[config.mk]
export PLATFORM = sky130hd
export DESIGN_NAME = polyline_slope_break_detector_flat
export DESIGN_NICKNAME = d
export VERILOG_FILES = /design/src/sv/psbd_pkg.sv /design/src/sv/psbd_if.sv /design/src/sv/psbd_front.sv /design/src/sv/psbd_queue.sv /design/src/sv/psbd_back.sv /design/src/sv/polyline_slope_break_detector.sv /design/src/flat_wrapper.sv
export SDC_FILE = /design/constraint.sdc
export NUM_CORES = 2
export LEC_CHECK = 0
export ABC_AREA = 1
export BUFFER_PORTS_ARGS = -buffer_cell sky130_fd_sc_hd__buf_2
export CORE_MARGIN = 5
export CORE_UTILIZATION = 58
export DETAILED_ROUTE_END_ITERATION = 6
export GPL_TIMING_DRIVEN = 0
export PLACE_DENSITY = 0.78
export REMOVE_ABC_BUFFERS = 1
export SLEW_MARGIN = 20
export SYNTH_ARGS = -nofsm -noshare
export SYNTH_HDL_FRONTEND = slang
export SYNTH_SLANG_ARGS = --single-unit
[constraint.sdc]
create_clock -name clk -period 14.45 [get_ports clk]
set_clock_uncertainty 0.05 [all_clocks]
set_input_delay 0.7225 -clock clk [delete_from_list [all_inputs] [get_ports clk]]
set_output_delay 0.7225 -clock clk [all_outputs]
set_load 0.02 [all_outputs]
[src/sv/psbd_pkg.sv]
// Shared types, constants and the arctangent table of the slope-break detector.
`default_nettype none
package psbd_pkg;

  localparam int ATAN_ITERATIONS_DEF = 16;
  localparam int ATAN_TABLE_LEN      = 24;
  localparam int QUEUE_DEPTH         = 2;
  localparam logic [15:0] WIDTH_DEFAULT = 16'd256;
  localparam logic [14:0] SLOPE_MAX     = 15'd23040;

  typedef enum logic [1:0] {
    REG_MPP  = 2'd0,
    REG_TAN  = 2'd1,
    REG_DROP = 2'd2
  } reg_idx_t;

  // one candidate segment handed from front to back
  typedef struct packed {
    logic [15:0]        path;
    logic [15:0]        top_x;
    logic [15:0]        top_y;
    logic [15:0]        bot_x;
    logic [15:0]        bot_y;
    logic signed [23:0] top_h;
    logic signed [23:0] bot_h;
    logic [15:0]        adx;
    logic [15:0]        ady;
    logic [23:0]        drop;
    logic [15:0]        width;
  } job_t;

  typedef struct packed {
    logic [15:0]        fall_path;
    logic [15:0]        top_x;
    logic [15:0]        top_y;
    logic [15:0]        bottom_x;
    logic [15:0]        bottom_y;
    logic signed [23:0] top_height;
    logic signed [23:0] bottom_height;
    logic [23:0]        drop_amount;
    logic [14:0]        slope_degrees;
    logic [15:0]        fall_width;
  } res_t;

  // atan(2^-i) in degrees, Q.16
  function automatic logic [21:0] atan_deg(input logic [4:0] i);
    logic [21:0] v;
    case (i)
      5'd0:  v = 22'd2949120;
      5'd1:  v = 22'd1740967;
      5'd2:  v = 22'd919879;
      5'd3:  v = 22'd466945;
      5'd4:  v = 22'd234379;
      5'd5:  v = 22'd117304;
      5'd6:  v = 22'd58666;
      5'd7:  v = 22'd29335;
      5'd8:  v = 22'd14668;
      5'd9:  v = 22'd7334;
      5'd10: v = 22'd3667;
      5'd11: v = 22'd1833;
      5'd12: v = 22'd917;
      5'd13: v = 22'd458;
      5'd14: v = 22'd229;
      5'd15: v = 22'd115;
      5'd16: v = 22'd57;
      5'd17: v = 22'd29;
      5'd18: v = 22'd14;
      5'd19: v = 22'd7;
      5'd20: v = 22'd4;
      5'd21: v = 22'd2;
      5'd22: v = 22'd1;
      default: v = 22'd0;
    endcase
    return v;
  endfunction

endpackage
`default_nettype wire

[src/sv/psbd_if.sv]
// Channel interfaces: point requests, fall records and register writes.
`default_nettype none
interface psbd_in_if;
  logic               valid;
  logic               ready;
  logic [15:0]        path_index;
  logic               first_point;
  logic               path_consistent;
  logic [15:0]        point_x;
  logic [15:0]        point_y;
  logic signed [23:0] surface_height;
  logic [15:0]        width_in;
  logic               width_present;
  modport source (output valid, path_index, first_point, path_consistent, point_x,
                  point_y, surface_height, width_in, width_present, input ready);
  modport sink (input valid, path_index, first_point, path_consistent, point_x,
                point_y, surface_height, width_in, width_present, output ready);
endinterface

interface psbd_out_if;
  logic               valid;
  logic               ready;
  logic [15:0]        fall_path;
  logic [15:0]        top_x;
  logic [15:0]        top_y;
  logic [15:0]        bottom_x;
  logic [15:0]        bottom_y;
  logic signed [23:0] top_height;
  logic signed [23:0] bottom_height;
  logic [23:0]        drop_amount;
  logic [14:0]        slope_degrees;
  logic [15:0]        fall_width;
  modport source (output valid, fall_path, top_x, top_y, bottom_x, bottom_y, top_height,
                  bottom_height, drop_amount, slope_degrees, fall_width, input ready);
  modport sink (input valid, fall_path, top_x, top_y, bottom_x, bottom_y, top_height,
                bottom_height, drop_amount, slope_degrees, fall_width, output ready);
endinterface

interface psbd_cfg_if;
  logic        valid;
  logic        ready;
  logic [1:0]  index;
  logic [23:0] data;
  modport source (output valid, index, data, input ready);
  modport sink (input valid, index, data, output ready);
endinterface
`default_nettype wire

[src/sv/psbd_front.sv]
// Front end: takes point requests, keeps the previous point, queues candidate segments.
`default_nettype none
module psbd_front
  import psbd_pkg::*;
(
  input  wire logic               clk,
  input  wire logic               rst_n,
  psbd_in_if.sink                 in_if,
  input  wire logic signed [23:0] min_drop,
  input  wire logic               q_full,
  output logic                    push,
  output job_t                    job
);

  logic [15:0]        prev_x_r, prev_y_r;
  logic signed [23:0] prev_h_r;
  logic               have_prev_r;
  logic               acc;
  logic signed [16:0] dx, dy;
  logic signed [24:0] drop;
  logic               keep;

  assign in_if.ready = !q_full;
  assign acc = in_if.valid && !q_full;

  always_comb begin
    dx   = $signed({1'b0, in_if.point_x}) - $signed({1'b0, prev_x_r});
    dy   = $signed({1'b0, in_if.point_y}) - $signed({1'b0, prev_y_r});
    drop = 25'(prev_h_r) - 25'(in_if.surface_height);
    // negative drops can never pass the tangent test
    keep = in_if.path_consistent && !in_if.first_point && have_prev_r &&
           (drop >= 25'(min_drop)) && !drop[24];
    job.path  = in_if.path_index;
    job.top_x = prev_x_r;
    job.top_y = prev_y_r;
    job.bot_x = in_if.point_x;
    job.bot_y = in_if.point_y;
    job.top_h = prev_h_r;
    job.bot_h = in_if.surface_height;
    job.adx   = dx[16] ? 16'(-dx) : dx[15:0];
    job.ady   = dy[16] ? 16'(-dy) : dy[15:0];
    job.drop  = drop[23:0];
    job.width = in_if.width_present ? in_if.width_in : WIDTH_DEFAULT;
  end

  assign push = acc && keep;

  always_ff @(posedge clk) begin
    if (!rst_n) begin
      prev_x_r    <= '0;
      prev_y_r    <= '0;
      prev_h_r    <= '0;
      have_prev_r <= 1'b0;
    end else if (acc && in_if.path_consistent) begin
      prev_x_r    <= in_if.point_x;
      prev_y_r    <= in_if.point_y;
      prev_h_r    <= in_if.surface_height;
      have_prev_r <= 1'b1;
    end
  end

endmodule
`default_nettype wire

[src/sv/psbd_queue.sv]
// Short segment queue between front and back end, registered read.
`default_nettype none
module psbd_queue
  import psbd_pkg::*;
(
  input  wire logic clk,
  input  wire logic rst_n,
  input  wire logic push,
  input  job_t      push_data,
  output logic      full,
  output logic      not_empty,
  input  wire logic pop,
  output job_t      rd_data_r
);

  localparam int AW = (QUEUE_DEPTH > 1) ? $clog2(QUEUE_DEPTH) : 1;
  localparam int CW = $clog2(QUEUE_DEPTH + 1);

  job_t          mem_r [QUEUE_DEPTH];
  logic [AW-1:0] wp_r, rp_r;
  logic [CW-1:0] cnt_r;

  assign full      = (cnt_r == CW'(QUEUE_DEPTH));
  assign not_empty = (cnt_r != '0);

  always_ff @(posedge clk) begin
    if (push) mem_r[wp_r] <= push_data;
    if (pop)  rd_data_r   <= mem_r[rp_r];
  end

  always_ff @(posedge clk) begin
    if (!rst_n) begin
      wp_r  <= '0;
      rp_r  <= '0;
      cnt_r <= '0;
    end else begin
      if (push) wp_r <= (wp_r == AW'(QUEUE_DEPTH - 1)) ? '0 : wp_r + 1'b1;
      if (pop)  rp_r <= (rp_r == AW'(QUEUE_DEPTH - 1)) ? '0 : rp_r + 1'b1;
      cnt_r <= cnt_r + CW'(push) - CW'(pop);
    end
  end

endmodule
`default_nettype wire

[src/sv/psbd_back.sv]
// Back end: distance, run, slope test and CORDIC angle for one segment at a time.
`default_nettype none
module psbd_back
  import psbd_pkg::*;
#(
  parameter int ATAN_ITERATIONS = ATAN_ITERATIONS_DEF
)(
  input  wire logic        clk,
  input  wire logic        rst_n,
  input  wire logic [15:0] mpp,
  input  wire logic [15:0] min_tan,
  input  wire logic        q_not_empty,
  output logic             pop,
  input  job_t             q_data,
  psbd_out_if.source       out_if
);

  typedef enum logic [9:0] {
    S_IDLE = 10'b0000000001,
    S_LOAD = 10'b0000000010,
    S_SQX  = 10'b0000000100,
    S_SQY  = 10'b0000001000,
    S_ROOT = 10'b0000010000,
    S_RUN  = 10'b0000100000,
    S_PROD = 10'b0001000000,
    S_TEST = 10'b0010000000,
    S_ARC  = 10'b0100000000,
    S_DONE = 10'b1000000000
  } state_t;

  state_t             state_r, state_nxt;
  job_t               job_r;
  logic [33:0]        rad_r;
  logic [19:0]        rem_r;
  logic [16:0]        root_r;
  logic [4:0]         cnt_r;
  logic [30:0]        run_r;
  logic [46:0]        prod_r;
  logic signed [35:0] x_r, y_r;
  logic signed [24:0] z_r;
  logic               out_valid_r;
  res_t               res_r;

  logic [19:0]        rem_sh, trial;
  logic [32:0]        run_full;
  logic signed [35:0] xs, ys;
  logic signed [24:0] ang, zq;
  logic [14:0]        deg;
  logic               slot_free;

  assign slot_free = !out_valid_r || out_if.ready;
  assign pop       = (state_r == S_IDLE) && q_not_empty;

  always_comb begin
    rem_sh   = {rem_r[17:0], rad_r[33:32]};
    trial    = {1'b0, root_r, 2'b01};
    run_full = root_r * mpp;
    xs       = x_r >>> cnt_r;
    ys       = y_r >>> cnt_r;
    ang      = 25'(atan_deg(cnt_r));
    zq       = (z_r + 25'sd128) >>> 8;
    if (zq[24])                          deg = '0;
    else if (zq > 25'(SLOPE_MAX))        deg = SLOPE_MAX;
    else                                 deg = zq[14:0];
  end

  always_comb begin
    state_nxt = state_r;
    case (state_r)
      S_IDLE: if (q_not_empty) state_nxt = S_LOAD;
      S_LOAD: state_nxt = S_SQX;
      S_SQX:  state_nxt = S_SQY;
      S_SQY:  state_nxt = S_ROOT;
      S_ROOT: if (cnt_r == '0) state_nxt = S_RUN;
      S_RUN:  state_nxt = S_PROD;
      S_PROD: state_nxt = S_TEST;
      S_TEST: state_nxt = ((run_r != '0) && ({job_r.drop, 10'b0} >= 34'(prod_r >> 0) &&
                           prod_r[46:34] == '0)) ? S_ARC : S_IDLE;
      S_ARC:  if (cnt_r == 5'(ATAN_ITERATIONS - 1)) state_nxt = S_DONE;
      S_DONE: if (slot_free) state_nxt = S_IDLE;
      default: state_nxt = S_IDLE;
    endcase
  end

  always_ff @(posedge clk) begin
    if (!rst_n) state_r <= S_IDLE;
    else        state_r <= state_nxt;
  end

  // datapath
  always_ff @(posedge clk) begin
    case (state_r)
      S_LOAD: job_r <= q_data;
      S_SQX:  rad_r <= 34'(job_r.adx * job_r.adx);
      S_SQY: begin
        rad_r  <= rad_r + 34'(job_r.ady * job_r.ady);
        rem_r  <= '0;
        root_r <= '0;
        cnt_r  <= 5'd16;
      end
      S_ROOT: begin
        rad_r <= {rad_r[31:0], 2'b00};
        if (rem_sh >= trial) begin
          rem_r  <= rem_sh - trial;
          root_r <= {root_r[15:0], 1'b1};
        end else begin
          rem_r  <= rem_sh;
          root_r <= {root_r[15:0], 1'b0};
        end
        cnt_r <= cnt_r - 1'b1;
      end
      S_RUN:  run_r  <= run_full[32:2];
      S_PROD: prod_r <= min_tan * run_r;
      S_TEST: begin
        x_r   <= 36'(run_r);
        y_r   <= 36'({job_r.drop, 2'b00});
        z_r   <= '0;
        cnt_r <= '0;
      end
      S_ARC: begin
        if (!y_r[35]) begin
          x_r <= x_r + ys;
          y_r <= y_r - xs;
          z_r <= z_r + ang;
        end else begin
          x_r <= x_r - ys;
          y_r <= y_r + xs;
          z_r <= z_r - ang;
        end
        cnt_r <= cnt_r + 1'b1;
      end
      default: ;
    endcase
  end

  // result register
  always_ff @(posedge clk) begin
    if (!rst_n) begin
      out_valid_r <= 1'b0;
    end else if (state_r == S_DONE && slot_free) begin
      out_valid_r <= 1'b1;
    end else if (out_if.ready) begin
      out_valid_r <= 1'b0;
    end
  end

  always_ff @(posedge clk) begin
    if (state_r == S_DONE && slot_free) begin
      res_r.fall_path     <= job_r.path;
      res_r.top_x         <= job_r.top_x;
      res_r.top_y         <= job_r.top_y;
      res_r.bottom_x      <= job_r.bot_x;
      res_r.bottom_y      <= job_r.bot_y;
      res_r.top_height    <= job_r.top_h;
      res_r.bottom_height <= job_r.bot_h;
      res_r.drop_amount   <= job_r.drop;
      res_r.slope_degrees <= deg;
      res_r.fall_width    <= job_r.width;
    end
  end

  assign out_if.valid         = out_valid_r;
  assign out_if.fall_path     = res_r.fall_path;
  assign out_if.top_x         = res_r.top_x;
  assign out_if.top_y         = res_r.top_y;
  assign out_if.bottom_x      = res_r.bottom_x;
  assign out_if.bottom_y      = res_r.bottom_y;
  assign out_if.top_height    = res_r.top_height;
  assign out_if.bottom_height = res_r.bottom_height;
  assign out_if.drop_amount   = res_r.drop_amount;
  assign out_if.slope_degrees = res_r.slope_degrees;
  assign out_if.fall_width    = res_r.fall_width;

  a_pop_idle: assert property (@(posedge clk) disable iff (!rst_n)
    pop |-> state_r == S_IDLE)
    else $error("queue popped outside idle");
  a_load_after_pop: assert property (@(posedge clk) disable iff (!rst_n)
    pop |=> state_r == S_LOAD)
    else $error("pop not followed by load");
  a_rise_from_done: assert property (@(posedge clk) disable iff (!rst_n)
    $rose(out_valid_r) |-> $past(state_r) == S_DONE)
    else $error("result raised outside done");
  a_deg_range: assert property (@(posedge clk) disable iff (!rst_n)
    out_valid_r |-> res_r.slope_degrees <= SLOPE_MAX)
    else $error("slope out of range");

endmodule
`default_nettype wire

[src/sv/polyline_slope_break_detector.sv]
// Top level of the polyline slope-break detector: registers, front, queue, back.
//
// Usage:
//   in_if  : one polyline point per request (valid/ready). Points of inconsistent
//            paths are dropped; a first point only primes the previous point.
//   out_if : one fall record per segment that passes the run, drop and slope tests.
//   cfg_if : register writes (index 0 metres_per_pixel, 1 min_slope_tangent,
//            2 min_drop), always ready; write only while the block is idle.
// Throughput: the front takes a point per cycle while the two-entry queue has
//   room. The back handles one segment at a time: load, squaring, the
//   bit-serial square root (17 steps), run, product, slope test, the CORDIC
//   loop (one step per cycle) and the final state. Points yielding no
//   candidate cost the back nothing.
// Reset: synchronous, active low; clears the previous point, queue and result
//   valid flag and loads the register defaults.
// Stall: a result waits in the output register; the back starts the next
//   segment meanwhile and holds in its final state until the slot frees.
`default_nettype none
module polyline_slope_break_detector
  import psbd_pkg::*;
#(
  parameter int ATAN_ITERATIONS = ATAN_ITERATIONS_DEF
)(
  input  wire logic  clk,
  input  wire logic  rst_n,
  psbd_in_if.sink    in_if,
  psbd_out_if.source out_if,
  psbd_cfg_if.sink   cfg_if
);

  logic [15:0]        mpp_r, tan_r;
  logic signed [23:0] mdrop_r;
  logic               push, q_full, q_ne, pop;
  job_t               job, q_data;

  assign cfg_if.ready = 1'b1;

  always_ff @(posedge clk) begin
    if (!rst_n) begin
      mpp_r   <= 16'd256;
      tan_r   <= 16'd256;
      mdrop_r <= 24'sd256;
    end else if (cfg_if.valid) begin
      case (cfg_if.index)
        REG_MPP:  mpp_r   <= cfg_if.data[15:0];
        REG_TAN:  tan_r   <= cfg_if.data[15:0];
        REG_DROP: mdrop_r <= cfg_if.data;
        default: ;
      endcase
    end
  end

  psbd_front u_front (
    .clk(clk), .rst_n(rst_n), .in_if(in_if), .min_drop(mdrop_r),
    .q_full(q_full), .push(push), .job(job)
  );

  psbd_queue u_queue (
    .clk(clk), .rst_n(rst_n), .push(push), .push_data(job), .full(q_full),
    .not_empty(q_ne), .pop(pop), .rd_data_r(q_data)
  );

  psbd_back #(.ATAN_ITERATIONS(ATAN_ITERATIONS)) u_back (
    .clk(clk), .rst_n(rst_n), .mpp(mpp_r), .min_tan(tan_r),
    .q_not_empty(q_ne), .pop(pop), .q_data(q_data), .out_if(out_if)
  );

endmodule
`default_nettype wire
[src/flat_wrapper.sv]
// flat-port wrapper written by rule: the top's interface ports become plain ports
module polyline_slope_break_detector_flat import psbd_pkg::*;
#(
  parameter int ATAN_ITERATIONS = ATAN_ITERATIONS_DEF
)
  (clk, rst_n, in_if_valid, in_if_path_index, in_if_first_point, in_if_path_consistent, in_if_point_x, in_if_point_y, in_if_surface_height, in_if_width_in, in_if_width_present, in_if_ready, out_if_valid, out_if_fall_path, out_if_top_x, out_if_top_y, out_if_bottom_x, out_if_bottom_y, out_if_top_height, out_if_bottom_height, out_if_drop_amount, out_if_slope_degrees, out_if_fall_width, out_if_ready, cfg_if_valid, cfg_if_index, cfg_if_data, cfg_if_ready);
  psbd_in_if in_if_i ();
  psbd_out_if out_if_i ();
  psbd_cfg_if cfg_if_i ();
  input  wire logic clk;
  input  wire logic rst_n;
  input wire logic [$bits(in_if_i.valid)-1:0] in_if_valid;
  input wire logic [$bits(in_if_i.path_index)-1:0] in_if_path_index;
  input wire logic [$bits(in_if_i.first_point)-1:0] in_if_first_point;
  input wire logic [$bits(in_if_i.path_consistent)-1:0] in_if_path_consistent;
  input wire logic [$bits(in_if_i.point_x)-1:0] in_if_point_x;
  input wire logic [$bits(in_if_i.point_y)-1:0] in_if_point_y;
  input wire logic [$bits(in_if_i.surface_height)-1:0] in_if_surface_height;
  input wire logic [$bits(in_if_i.width_in)-1:0] in_if_width_in;
  input wire logic [$bits(in_if_i.width_present)-1:0] in_if_width_present;
  output wire logic [$bits(in_if_i.ready)-1:0] in_if_ready;
  output wire logic [$bits(out_if_i.valid)-1:0] out_if_valid;
  output wire logic [$bits(out_if_i.fall_path)-1:0] out_if_fall_path;
  output wire logic [$bits(out_if_i.top_x)-1:0] out_if_top_x;
  output wire logic [$bits(out_if_i.top_y)-1:0] out_if_top_y;
  output wire logic [$bits(out_if_i.bottom_x)-1:0] out_if_bottom_x;
  output wire logic [$bits(out_if_i.bottom_y)-1:0] out_if_bottom_y;
  output wire logic [$bits(out_if_i.top_height)-1:0] out_if_top_height;
  output wire logic [$bits(out_if_i.bottom_height)-1:0] out_if_bottom_height;
  output wire logic [$bits(out_if_i.drop_amount)-1:0] out_if_drop_amount;
  output wire logic [$bits(out_if_i.slope_degrees)-1:0] out_if_slope_degrees;
  output wire logic [$bits(out_if_i.fall_width)-1:0] out_if_fall_width;
  input wire logic [$bits(out_if_i.ready)-1:0] out_if_ready;
  input wire logic [$bits(cfg_if_i.valid)-1:0] cfg_if_valid;
  input wire logic [$bits(cfg_if_i.index)-1:0] cfg_if_index;
  input wire logic [$bits(cfg_if_i.data)-1:0] cfg_if_data;
  output wire logic [$bits(cfg_if_i.ready)-1:0] cfg_if_ready;
  assign in_if_i.valid = in_if_valid;
  assign in_if_i.path_index = in_if_path_index;
  assign in_if_i.first_point = in_if_first_point;
  assign in_if_i.path_consistent = in_if_path_consistent;
  assign in_if_i.point_x = in_if_point_x;
  assign in_if_i.point_y = in_if_point_y;
  assign in_if_i.surface_height = in_if_surface_height;
  assign in_if_i.width_in = in_if_width_in;
  assign in_if_i.width_present = in_if_width_present;
  assign in_if_ready = in_if_i.ready;
  assign out_if_valid = out_if_i.valid;
  assign out_if_fall_path = out_if_i.fall_path;
  assign out_if_top_x = out_if_i.top_x;
  assign out_if_top_y = out_if_i.top_y;
  assign out_if_bottom_x = out_if_i.bottom_x;
  assign out_if_bottom_y = out_if_i.bottom_y;
  assign out_if_top_height = out_if_i.top_height;
  assign out_if_bottom_height = out_if_i.bottom_height;
  assign out_if_drop_amount = out_if_i.drop_amount;
  assign out_if_slope_degrees = out_if_i.slope_degrees;
  assign out_if_fall_width = out_if_i.fall_width;
  assign out_if_i.ready = out_if_ready;
  assign cfg_if_i.valid = cfg_if_valid;
  assign cfg_if_i.index = cfg_if_index;
  assign cfg_if_i.data = cfg_if_data;
  assign cfg_if_ready = cfg_if_i.ready;
  polyline_slope_break_detector #(.ATAN_ITERATIONS(ATAN_ITERATIONS)) u_core (.clk(clk), .rst_n(rst_n), .in_if(in_if_i), .out_if(out_if_i), .cfg_if(cfg_if_i));
endmodule
==> impl_results.md <==
* Total track usage at 28.57%
* Netlist cell types at between 60 and 70
* Die Y at ~440 microns
* Die W at 436.1 microns
* Total clock buffers created by CTS at 148
* DR iter-0 viols at slightly below 7000
* Layout Nets at roughly 14000
* CTS tree: built
* Critical path peak fanout at 18
* Fmax at 137.9 MHz
* EDFF count, synth at between 1000 and 1500
* Core area at around 0.18 sq mm
* DR vias at 79260
* Synthesized instance count at 11590
* Post-route cell area at approximately 0.12 sq mm
* Async SR Flop Fraction at 0%
* Final Total Pwr at roughly 16 mW
* First-pass GRT wire length at 434800 microns
* Status: complete, no violations
* DR pass1 iterations at 7
* Max Transition Viols Final at 0
* Pre-CTS WS at 7.094 ns
* Crit path arrival time at between 7 and 8 ns
* H-tree depth at 4
* WS Path Type: flip-flop to flip-flop
* Vias in the first global route at 82530
* Mean Syn Cell Area at 9.088 sq um
* Initial Utilization at 58.26%
* Clock-pin slew on the worst setup and hold paths at 0.06 ns
* # DRC at 0
* Placed cell area at 0.1102 sq mm
* Warnings, synthesis at 0
* Leakage at 55.29 nW
* RSZ-0062 raised after global routing: no
* Clk buf depth at 3
* Startpoint Class: flip-flop
* Dominant cell type by area after synthesis: edfxtp_1
* Most common cell after layout, fill and taps aside: nand2_1
* Post-layout min period at roughly 7.3 ns
* Worst slew pin tran at around 1.2 ns
* Dpl hpwl at 206900 microns
* Fin. Hold Viols at 0
* Top-area cell type share of the netlist area at 35.14%
* Clk sinks at approximately 1400
* Post-layout util at between 60% and 70%
* Die ar. at between 0.15 and 0.2 sq mm
* CTS Root Buffer Type: clkbuf_16
* Top cells by area, synth: edfxtp_1 35%, fa_1 19%, nand2_1 11%, inv_1 8.0%, ha_1 8.0%
* Fin worst setup slack at 7.198 ns
* Synthesized flop and latch total at 1382
* Worst setup EP type: flip-flop
* Io pins at 308
* Synth Cell Area at 0.1053 sq mm
* Maximum VDD drop at 0.0001455 V
* Mean routed wirelength per cell at 19.10 microns
* Register area share after synthesis at about 38%
* Initial antenna violation count at 26
* P&R area growth vs syn at 9.439%
* Share of post-route cells with drive strength above 1 at 6.427%
* Top_reg_cell synth: edfxtp_1
* Postcts setup bufs at 0
* Buffers on Ports at 306
* Post-DRT Antenna Nets at 0
* Endpoints failing setup at 0
* Grt ovf at 0
* Insertion delay to the later sink of the worst-skew pair at just over 0.8 ns
* Avg Vias per Cell at 5.567
* Power Density at 138.3 mW/mm^2
* Period utilization at 50.19%
* Largest net degree at the start of global routing at 103
* Min-Delay Path Class: input port to flip-flop
* Worst rel slew slack at a little over a fifth
* Fin cells at 14240
* WL final at 271900 microns
* Routability cong. at 0.9596
* Most frequent cells in the layout: 2970 x nand2_1, 2250 x inv_1, 1232 x edfxtp_1
* Max cap viols at 0
* Placed insts at 13940
* Std cell rows at 156
* Req. time, crit path at 14.95 ns
## report_power, final
part           switching [mW]  leakage [nW]  total, mW  internal, mW
sequential              0.201          12.5       5.17          4.97
clock                    1.66          2.35       3.78          2.12
combinational            4.53          40.4       6.98          2.45
total                    6.40          55.3       15.9          9.54
## cell families (layout without fill, tap and decap cells)
family,Yosys count,in the layout,share of synthesized area [%]
adders and majority gates,1645,1645,26.50
buffers and inverters,2715,2986,9.784
xor gates and xnor gates,345,345,2.870
and+or+nand+nor,4224,4224,16.19
DFF,1382,1382,37.99
other,1,12,0.003561
AOI/OAI and AO/OA,1274,1274,6.666
## metrics by stage
stage          hold WS, ns  TNS [ns]
6_report           0.05397         0
3_5_place_dp        0.3545         0
2_1_floorplan       0.3503   -192.27
4_1_cts           0.001806         0
3_3_place_gp        0.3507  -6414.63
5_1_grt            0.02242         0
## per-layer routing
layer	GRT usage (%)	share of wire, %	vias up
met4	10.44	3.9	22
li1	-	-	36860
met5	0	0.053	-
met1	36.89	40	38470
met3	6.111	8.5	714
met2	47.82	48	3201
## final timing paths
check / from / to / slack, ns / cells after the start
worst max-delay path: u_core.u_back.run_r[19]$_DFFE_PP_ / u_core.u_back.prod_r[43]$_DFFE_PP_ / 7.20 / 23
worst min-delay path: in_if_path_index[3] / u_core.u_queue.mem_r[1][187]$_DFFE_PP_ / 0.05 / 1
worst max register to register: u_core.u_back.run_r[19]$_DFFE_PP_ / u_core.u_back.prod_r[43]$_DFFE_PP_ / 7.20 / 23
worst min register to register: u_core.u_queue.rd_data_r[51]$_DFFE_PP_ / u_core.u_back.job_r[51]$_DFFE_PP_ / 0.35 / 0
## critical path, stage by stage (launching register included)
cell and delay [ns]:
edfxtp_1 1.07, nand2_1 0.21, fa_1 0.57, inv_1 0.06, fa_1 0.54, inv_1 0.05
fa_1 0.50, inv_1 0.06, fa_1 0.49, fa_1 0.49, inv_1 0.05, fa_1 0.55
inv_1 0.06, ha_1 0.38, a21oi_1 0.20, inv_1 0.06, a21oi_1 0.14, o21a_1 0.14
nand2_1 0.05, a21oi_1 0.34, o21ai_0 0.25, a21oi_1 0.30, o21ai_0 0.20, xor2_1 0.17
## cell type report
type	instances	area, sq um
fill	14250	65510
multi-input combinational	7489	55090
sequential	1382	40020
inverter	2281	8577
clock buffer	203	4065
timing repair buffer	433	3662
tap	2370	2965
clock inverter	69	823.3
antenna	11	27.53
## flip-flops by register name (all words and copies together), names as in the netlist, 17 cells and up
name                                cells
u_core.u_back.out_if.drop_amount       24
u_core.u_queue.rd_data_r              200
u_core.u_back.out_if.top_height        24
u_core.u_back.ang                      22
u_core.u_back.root_r                   17
u_core.u_back.z_r                      25
u_core.u_back.y_r                      36
u_core.mdrop_r                         24
u_core.u_queue.mem_r                  400
u_core.u_front.prev_h_r                24
u_core.u_back.prod_r                   47
u_core.u_back.run_r                    31
u_core.u_back.out_if.bottom_height     24
u_core.u_back.job_r                   200
u_core.u_back.x_r                      36
u_core.u_back.rem_r                    18
u_core.u_back.rad_r                    34
## synthesized netlist by cell type (20+ instances only)
library cell,count
nand4_1,61
o21ai_1,34
a21oi_1,555
a21o_1,29
inv_2,20
buf_2,57
a31oi_1,49
nor3_1,67
nor2_1,521
nand3_1,497
xor2_1,216
or2_2,30
inv_1,2254
clkbuf_1,310
o211ai_1,29
nand2_1,2972
nor4_1,27
o21ai_0,433
buf_1,59
ha_1,670
o21a_1,29
edfxtp_1,1232
fa_1,975
xnor2_1,129
dfxtp_1,150
## timing repair
action | CTS | global route
hold buffers | 13 | 0
resized for setup | 0 | 0
hold endpoints to repair | 26 | 0
Note: power is estimated with default switching activity, not from simulation.
